**config.mk**
```make
export PLATFORM = sky130hd
export DESIGN_NAME = arcr_cmp
export DESIGN_NICKNAME = d
export VERILOG_FILES = /design/src/design/arcr_pkg.sv /design/src/design/arcr_cmp.sv
export SDC_FILE = /design/constraint.sdc
export NUM_CORES = 1
export LEC_CHECK = 0
export ABC_AREA = 1
export BUFFER_PORTS_ARGS = -buffer_cell sky130_fd_sc_hd__clkbuf_2
export CORE_MARGIN = 2
export CORE_UTILIZATION = 40
export DETAILED_ROUTE_END_ITERATION = 10
export PLACE_DENSITY = 0.81
export SLEW_MARGIN = 20
export SYNTH_ARGS = -nofsm -noshare
export SYNTH_HDL_FRONTEND = slang
export SYNTH_SLANG_ARGS = --single-unit
```
**constraint.sdc**
```tcl
create_clock -name vclk -period 4.7
set_input_delay 0.94 -clock vclk [all_inputs]
set_output_delay 0.94 -clock vclk [all_outputs]
set_load 0.1 [all_outputs]
```
**src/design/arcr_pkg.sv**
```systemverilog
// Shared types and constants for the address range conflict register.
`timescale 1ns / 1ps
`default_nettype none
package arcr_pkg;

  localparam int DEFAULT_TABLE_DEPTH = 64;

  localparam int ADDR_W    = 64;
  localparam int END_W     = ADDR_W + 1;
  localparam int ENTRY_W   = ADDR_W + END_W;
  localparam int STATUS_W  = 2;
  localparam int HIT_W     = 6;
  localparam int USED_W    = 7;

  typedef enum logic [STATUS_W-1:0] {
    ST_STORED   = 2'd0,
    ST_IGNORED  = 2'd1,
    ST_FULL     = 2'd2,
    ST_CONFLICT = 2'd3
  } status_t;

  typedef enum logic {
    S_IDLE,
    S_SCAN
  } state_t;

endpackage
`default_nettype wire

```
**src/design/arcr_cmp.sv**
```systemverilog
// Half-open overlap test of a new region against one stored region.
`timescale 1ns / 1ps
`default_nettype none
module arcr_cmp
  import arcr_pkg::*;
(
  input  wire logic [ADDR_W-1:0] new_base,
  input  wire logic [END_W-1:0]  new_end,
  input  wire logic [ENTRY_W-1:0] entry,
  output logic                   hit
);

  logic [ADDR_W-1:0] old_base;
  logic [END_W-1:0]  old_end;

  assign old_base = entry[ENTRY_W-1:END_W];
  assign old_end  = entry[END_W-1:0];

  assign hit = (old_end > {1'b0, new_base}) && (new_end > {1'b0, old_base});

endmodule
`default_nettype wire

```
# After elaboration in Yosys (flattened, before gate mapping)
# Cells that the tools add are included.
# word_totals
reg_bits	0
latch_bits	0
ramBits	0
mem_bits_ro	0
inputBits	258
wordCells	3
memories	0
# op_classes
addsub	0
multipliers	0
div_mod_pow	0
magnitude_cmp	2
eq_ne	0
shifts	0
muxes	0
bitwise	0
n_reduce_logical	1
# ops
op	n
$gt 65x64->1	2
$logic_and 1x1->1	1

# Longest topological paths before layout
# Gate-level depths: netlist of the first run.
# depth
ltp_word	2
mapped_depth	16
ltp_nobuf	16

# Worst setup path after synthesis of the first run
# OpenSTA, ideal clock, no wires.
# synth_timing
kind	input to output
start	input new_base[32]
end	output hit
t_arrival_ns	2.752
required_time_ns	3.760
setup_slack_ns	1.008
path_stages	14
n_path_buf	0
path_cell_list	inv_1 ha_1 nand2_2 nor2_4 nand2_2 nor2_4 nand2_2 nor2_1 nand2_1 nand2_1 nor2_1 nand2_1 nand2_1 nor2_2
# synth_via
elab_chain_cells	2
# synth_lines
item	line	rtl
start: declaration	arcr_cmp.sv:7	input wire logic [ADDR_W-1:0] new_base,
$gt 65x64->1	arcr_cmp.sv:19	assign hit = (old_end > {1'b0, new_base}) && (new_end > {1'b0, old_base});
$logic_and 1x1->1	arcr_cmp.sv:19	
end: declaration	arcr_cmp.sv:10	output logic hit
# No other way between the ends.

# Worst setup path in the final report of the first run
# layout_timing
start	input entry[121]
end	output hit
# layout_via
elab_chain_cells	2
# layout_lines
item	line	rtl
start: declaration	arcr_cmp.sv:9	input wire logic [ENTRY_W-1:0] entry,
$gt 65x64->1	arcr_cmp.sv:19	
$logic_and 1x1->1	arcr_cmp.sv:19	
# No other way between the ends.

==> results.md, run 1 <==
- Run status: finished, final reports clean
- Commonest non-fill, non-tap cell in the layout: clkbuf_2
- DRC Markers: 0
- Net Count, Synth: 1,012
- Seq_cells: 0
- Total power draw: 380 uW
- Vias per cell: 4.47
- Core region area: 0.00906 sq mm
- Row Count: 35
- Post-CTS Setup Inserts: 0
- Initial antenna violation count: 0
- Max Cap Viol: 0
- CP arrival: 2.81 ns
- Main combinational cell family by area after synthesis: adder cells
- Final Critical Period: 3.75 ns
- Clkbuf count: 0
- Drt first pass iters: 4
- Die height: 100 um
- Syn Area/Cell: 5.88 sq um
- Ratio of final minimum period to clock period: 79.7%
- PortBufs: 259
- Synth Cell Area: 0.00368 sq mm
- Slew @ Worst Pin: 0.570 ns
- Netlist cell types: 22
- Warnings, synthesis: 0
- Compound-Gate Fraction of Synth Area: 9.75%
- Slowest stage delay, CP: 0.47 ns
- Startpoint Class: input pin
- Number of global-route vias before repair: 4,236
- Synth Area in XOR/XNOR: 0%
- Final Net Count: 1,273
- Hold-fix buffers, CTS: 0
- Cell chain of the critical path: clkbuf_2 > inv_1 > ha_1 > nand2_1 > nor2_1 > nand2_1 > nor2_1 > nand3_1 > nor2_1 > nor2_1 > nand2_1 > a21oi_1 > nor2_2 > clkbuf_2
- Synth Area in Adders: 43.5%
- Initial DRC count: 51
- CP required: 3.76 ns
- Fin. max-slew vios: 0
- First-pass GRT wire length: 16,300 um
- Hold depth: 9
- TNS Setup: 0 ns
- Die area: 0.00999 sq mm
- Final setup vio count: 0
- Post-CTS Resized: 0
- Largest fanout on the critical path: 3
- Worst VDD drop: 38.5 uV
- # IOs: 259
- Sequential cell area fraction in the yosys report: 0%
- FMAX: 267 MHz
- Slew HR: 62.2%
- Crit-path most repeated cell: nor2_1
- DPL Wire Length: 9720 um
- WHS Endpoint: hit
- Horiz. Die Dim: 100 um
- Post-Syn Instances: 626
- Antenna-violating nets left: 0
- # diodes: 0
- Layout cells sized above 1: 31.3%
- Largest net degree at the start of global routing: 4
- Commonest non-fill, non-tap cells in the layout: clkbuf_2, nand2_1, inv_1
- Critical path class: input pin to primary output
- Final worst setup slack: 0.953 ns
- Slowest stage cell, crit path: clkbuf_2
- Leak Pwr: 3.67 nW
- Dpl ws: 0.957 ns
- All-Layer GR Usage: 19.2%
- Mux contribution to synthesized area: 0%
- Wire length per cell: 9.90 um
- Crit. End Element: primary output
- Gpl congestion: 0.910
- Unrepaired setup endpoints after global routing: no
- Power Dens Cells: 74.3 mW/mm^2
- Count of final hold-check violations: 0
- Worst hold path type: input pin to primary output
- Final wirelength: 9860 um
- Starting Density: 40.6%
- Syn-to-layout area delta: 39.0%
- Worst hold start: entry[64]
- Sequential cell area: 0 sq um
- Grt ovf: 0
- Post-Synth Simple-Gate Area: 29.0%
- Via total after detailed routing: 4,449
[critical path, delay by kind of cell]
kind / cells / cell delay [ns]
fa+ha+maj: 1 / 0.28
simple gates: 9 / 0.97
buf+inv: 3 / 0.57
compound gates: 1 / 0.05
[layout make-up]
cell class         instances  area, sq um
fillers                  922         3950
repair buffers           259         1300
well taps                111          139
inverters                174          653
multi-input cells        452         3030
[stage by stage]
step	area (sq um)	hold slack, ns	std cells	util [%]
2_1_floorplan	3680	2.38	626	-
3_3_place_gp	5120	2.81	996	56.5
3_5_place_dp	5120	2.81	996	56.5
4_1_cts	5120	2.81	996	56.5
5_1_grt	5120	2.86	996	56.5
6_report	5120	2.79	996	56.5
[synth_stat cells]
cell | count | area [sq um]
a21o_1 | 8 | 60.1
a21oi_1 | 48 | 240
a31oi_1 | 1 | 6.26
and2_1 | 1 | 6.26
and2_2 | 1 | 7.51
and2_4 | 2 | 17.5
ha_1 | 128 | 1600
inv_1 | 173 | 649
inv_2 | 1 | 3.75
nand2_1 | 177 | 664
nand2_2 | 4 | 25.0
nand3_1 | 7 | 35.0
nand3_2 | 2 | 20.0
nand3b_1 | 1 | 7.51
nand4_1 | 4 | 25.0
nor2_1 | 49 | 184
nor2_2 | 4 | 25.0
nor2_4 | 2 | 22.5
nor3_1 | 2 | 10.0
nor3_2 | 2 | 20.0
o21a_1 | 3 | 22.5
o21ai_0 | 6 | 30.0
[kinds of logic (layout without fill, tap and decap cells)]
family | after synthesis | after routing
AOI/OAI and AO/OA | 66 | 66
adders and majority gates | 128 | 128
buffers and inverters | 174 | 433
and+or+nand+nor | 258 | 258
[worst max path at each step]
stage | cells past startpoint | slack [ns] | to | from
after floorplan | 14 | 1.01 | hit | new_base[32]
after global placement | 14 | 0.96 | hit | new_base[56]
after detailed placement | 14 | 0.96 | hit | new_base[56]
after CTS | 14 | 0.96 | hit | new_base[56]
after global routing | 14 | 0.77 | hit | entry[121]
final | 14 | 0.95 | hit | entry[121]
[metal layers]
layer	GRT usage [%]	routed length [um]	up-vias
met4	4.32	282	0
met2	38.3	4840	155
li1	-	-	2442
met1	21.1	3990	1830
met5	0	0	-
met3	2.92	750	22
[where the power goes]
group / internal, mW / switching [mW] / total, mW
registers: 0 / 0 / 0
logic: 0.189 / 0.191 / 0.380
clock network: 0 / 0 / 0
total: 0.189 / 0.191 / 0.380
Note: power is estimated with default switching activity, not from simulation.
==> run 2: changes to the inputs <==
ABC_AREA = 0   (was 1)
CORE_AREA = 2 2 102 104   (was default)
CORE_MARGIN = default   (was 2)
CORE_UTILIZATION = default   (was 40)
DIE_AREA = 0 0 104 106   (was default)
PLACE_DENSITY = 0.75   (was 0.81)
clock period = 3.2 ns   (was 4.7 ns; I/O delays follow)
==> run 2 against run 1 <==
Non-clock buffer count increased by 6. Global-route usage shrank 1.4 points. Hold slack worse by 0.93 ns. Highest routed layer unchanged.
==> results.md, run 2 <==
- Total power draw: 560 uW
- Warnings, synthesis: 0
- CP arrival: 2.55 ns
- CP required: 2.56 ns
- Crit. End Element: primary output
- DRC Markers: 0
- Sequential cell area: 0 sq um
- Synth Cell Area: 0.00326 sq mm
- All-Layer GR Usage: 17.8%
- Slew HR: 77.7%
- Most numerous cell in the Yosys netlist: inv_1
- Starting Density: 32.6%
- # IOs: 259
- Dominant cell type by area after synthesis: ha_1
- Run status: finished, final reports clean
- Worst hold start: new_base[0]
- Count of final hold-check violations: 0
- Grt ovf: 0
- Slew @ Worst Pin: 0.333 ns
- Final wirelength: 10,000 um
- Final setup vio count: 0
- Number of global-route vias before repair: 3,927
- Fin. max-slew vios: 0
- Drt first pass iters: 4
- TNS Setup: 0 ns
- Netlist cell types: 36
- Critical path class: input pin to primary output
- Commonest non-fill, non-tap cells in the layout: clkbuf_2, inv_1, ha_1
- Power Dens Cells: 111 mW/mm^2
- WHS Endpoint: hit
- Sequential cell area fraction in the yosys report: 0%
- Met2 Use GR: 35.9%
- Antenna-violating nets left: 0
- Dpl ws: -0.137 ns
- Slowest stage delay, CP: 0.56 ns
- Sw frac: 46.8%
- Clock Power Share: 0%
- Gpl congestion: 0.806
- GRT busiest layer: met2
- Met1 Track Usage GR: 18.7%
- Share of the synthesized area in the top cell type: 49.1%
- Area contributors post-synth: ha_1, inv_1, a21oi_1
- Worst hold path type: input pin to primary output
- Cell chain of the critical path: clkbuf_2 > ha_4 > nand4_1 > nor2_4 > clkinvlp_4 > or4_4 > nor3_4 > a21oi_2 > o211a_4 > buf_12
- Ratio of final minimum period to clock period: 99.8%
- Wire length per cell: 11.7 um
- Slowest stage cell, crit path: or4_4
- Combinational share of power: 100.0%
- Max Cap Viol: 0
- Reg power frac: 0%
- Horiz. Die Dim: 104 um
- Post-synth top cells: inv_1, ha_1, a21oi_1, nand2_1, nand4_1
- Leak Pwr: 3.28 nW
- Hold-fix buffers, CTS: 0
- Vias per cell: 4.58
- Internal Power: 298 uW
- Final Critical Period: 3.19 ns
- Post-DP Area: 0.00479 sq mm
- Row Count: 37
- Largest net degree at the start of global routing: 4
- Post-Syn Instances: 460
- Design Area, Final: 0.00504 sq mm
- First-pass GRT wire length: 16,600 um
- Layout Utilization: 50.4%
- Final Net Count: 1,113
- PortBufs: 259
- Core region area: 0.0100 sq mm
- Sw Pwr: 262 uW
- CP top delay family: simple AND/OR/NAND/NOR gates
- Clkbuf count: 0
- Via total after detailed routing: 3,943
- Startpoint Class: input pin
- Seq_cells: 0
- Net Count, Synth: 846
- Unrepaired setup endpoints after global routing: yes
- Syn Area/Cell: 7.09 sq um
- Final worst setup slack: 0.00797 ns
- Initial antenna violation count: 0
- Layout cells sized above 1: 41.9%
- Worst VDD drop: 49.1 uV
- Number of buffers and inverters on the critical path: 3
- Largest fanout on the critical path: 2
- Commonest non-fill, non-tap cell in the layout: clkbuf_2
- Die area: 0.0110 sq mm
- # diodes: 0
- Die height: 106 um
- Syn-to-layout area delta: 54.5%
- Initial DRC count: 67
- FMAX: 313 MHz
- Met3 Usage GRT: 4.48%
- FILL cells: 1,003
- Hold depth: 5
- DPL Wire Length: 9490 um
[run 2: worst max path at each step]
stage / start / cells after the start / slack, ns / to
2_1_floorplan: new_base[48] / 9 / 0.1 / hit
3_3_place_gp: entry[99] / 12 / -0.16 / hit
3_5_place_dp: entry[99] / 12 / -0.14 / hit
4_1_cts: entry[98] / 11 / -0.03 / hit
5_1_grt: new_end[33] / 10 / -0.10 / hit
6_report: new_end[37] / 10 / 0.008 / hit
[run 2: cell type report]
type	count	area (sq um)	area share [%]
inverter	130	492	9.76
tap	136	170	3.38
multi-input combinational	330	3010	59.7
timing repair buffer	265	1370	27.2
[run 2: logic make-up after synthesis]
logic type      Yosys count  synth area share, %
fa+ha+maj               128                 49.1
buf+inv                 130                 15.0
compound gates          108                 19.8
simple gates             94                 16.0
[run 2: power groups by stage]
stage          Combinational (mW)  Clock (mW)  Sequential (mW)
5_1_grt                     0.652           0                0
2_1_floorplan               0.291           0                0
3_5_place_dp                0.530           0                0
3_3_place_gp                0.523           0                0
4_1_cts                     0.553           0                0
6_report                    0.560           0                0
[run 2: through the flow]
stage | std cells | hold slack, ns
after floorplan | 460 | 1.72
after global placement | 861 | 1.83
after detailed placement | 861 | 1.84
after CTS | 861 | 1.86
after global routing | 861 | 1.89
final | 861 | 1.86
[run 2: tightest hold or removal path, cell delays in order]
cell	delay [ns]
clkbuf_2	0.09
ha_1	0.14
a21oi_2	0.05
o211a_4	0.14
buf_12	0.16
[run 2: timing repair]
action | in CTS | in global routing
setup endpoints to repair | 1 | 1
pin swaps | 15 | 6
setup buffers | 0 | 0
gates resized for setup | 26 | 14
[run 2: layer usage]
layer,up-vias,wire length [um]
li1,2135,-
met1,1633,3720
met2,161,5170
met3,14,928
met4,0,213
met5,-,0
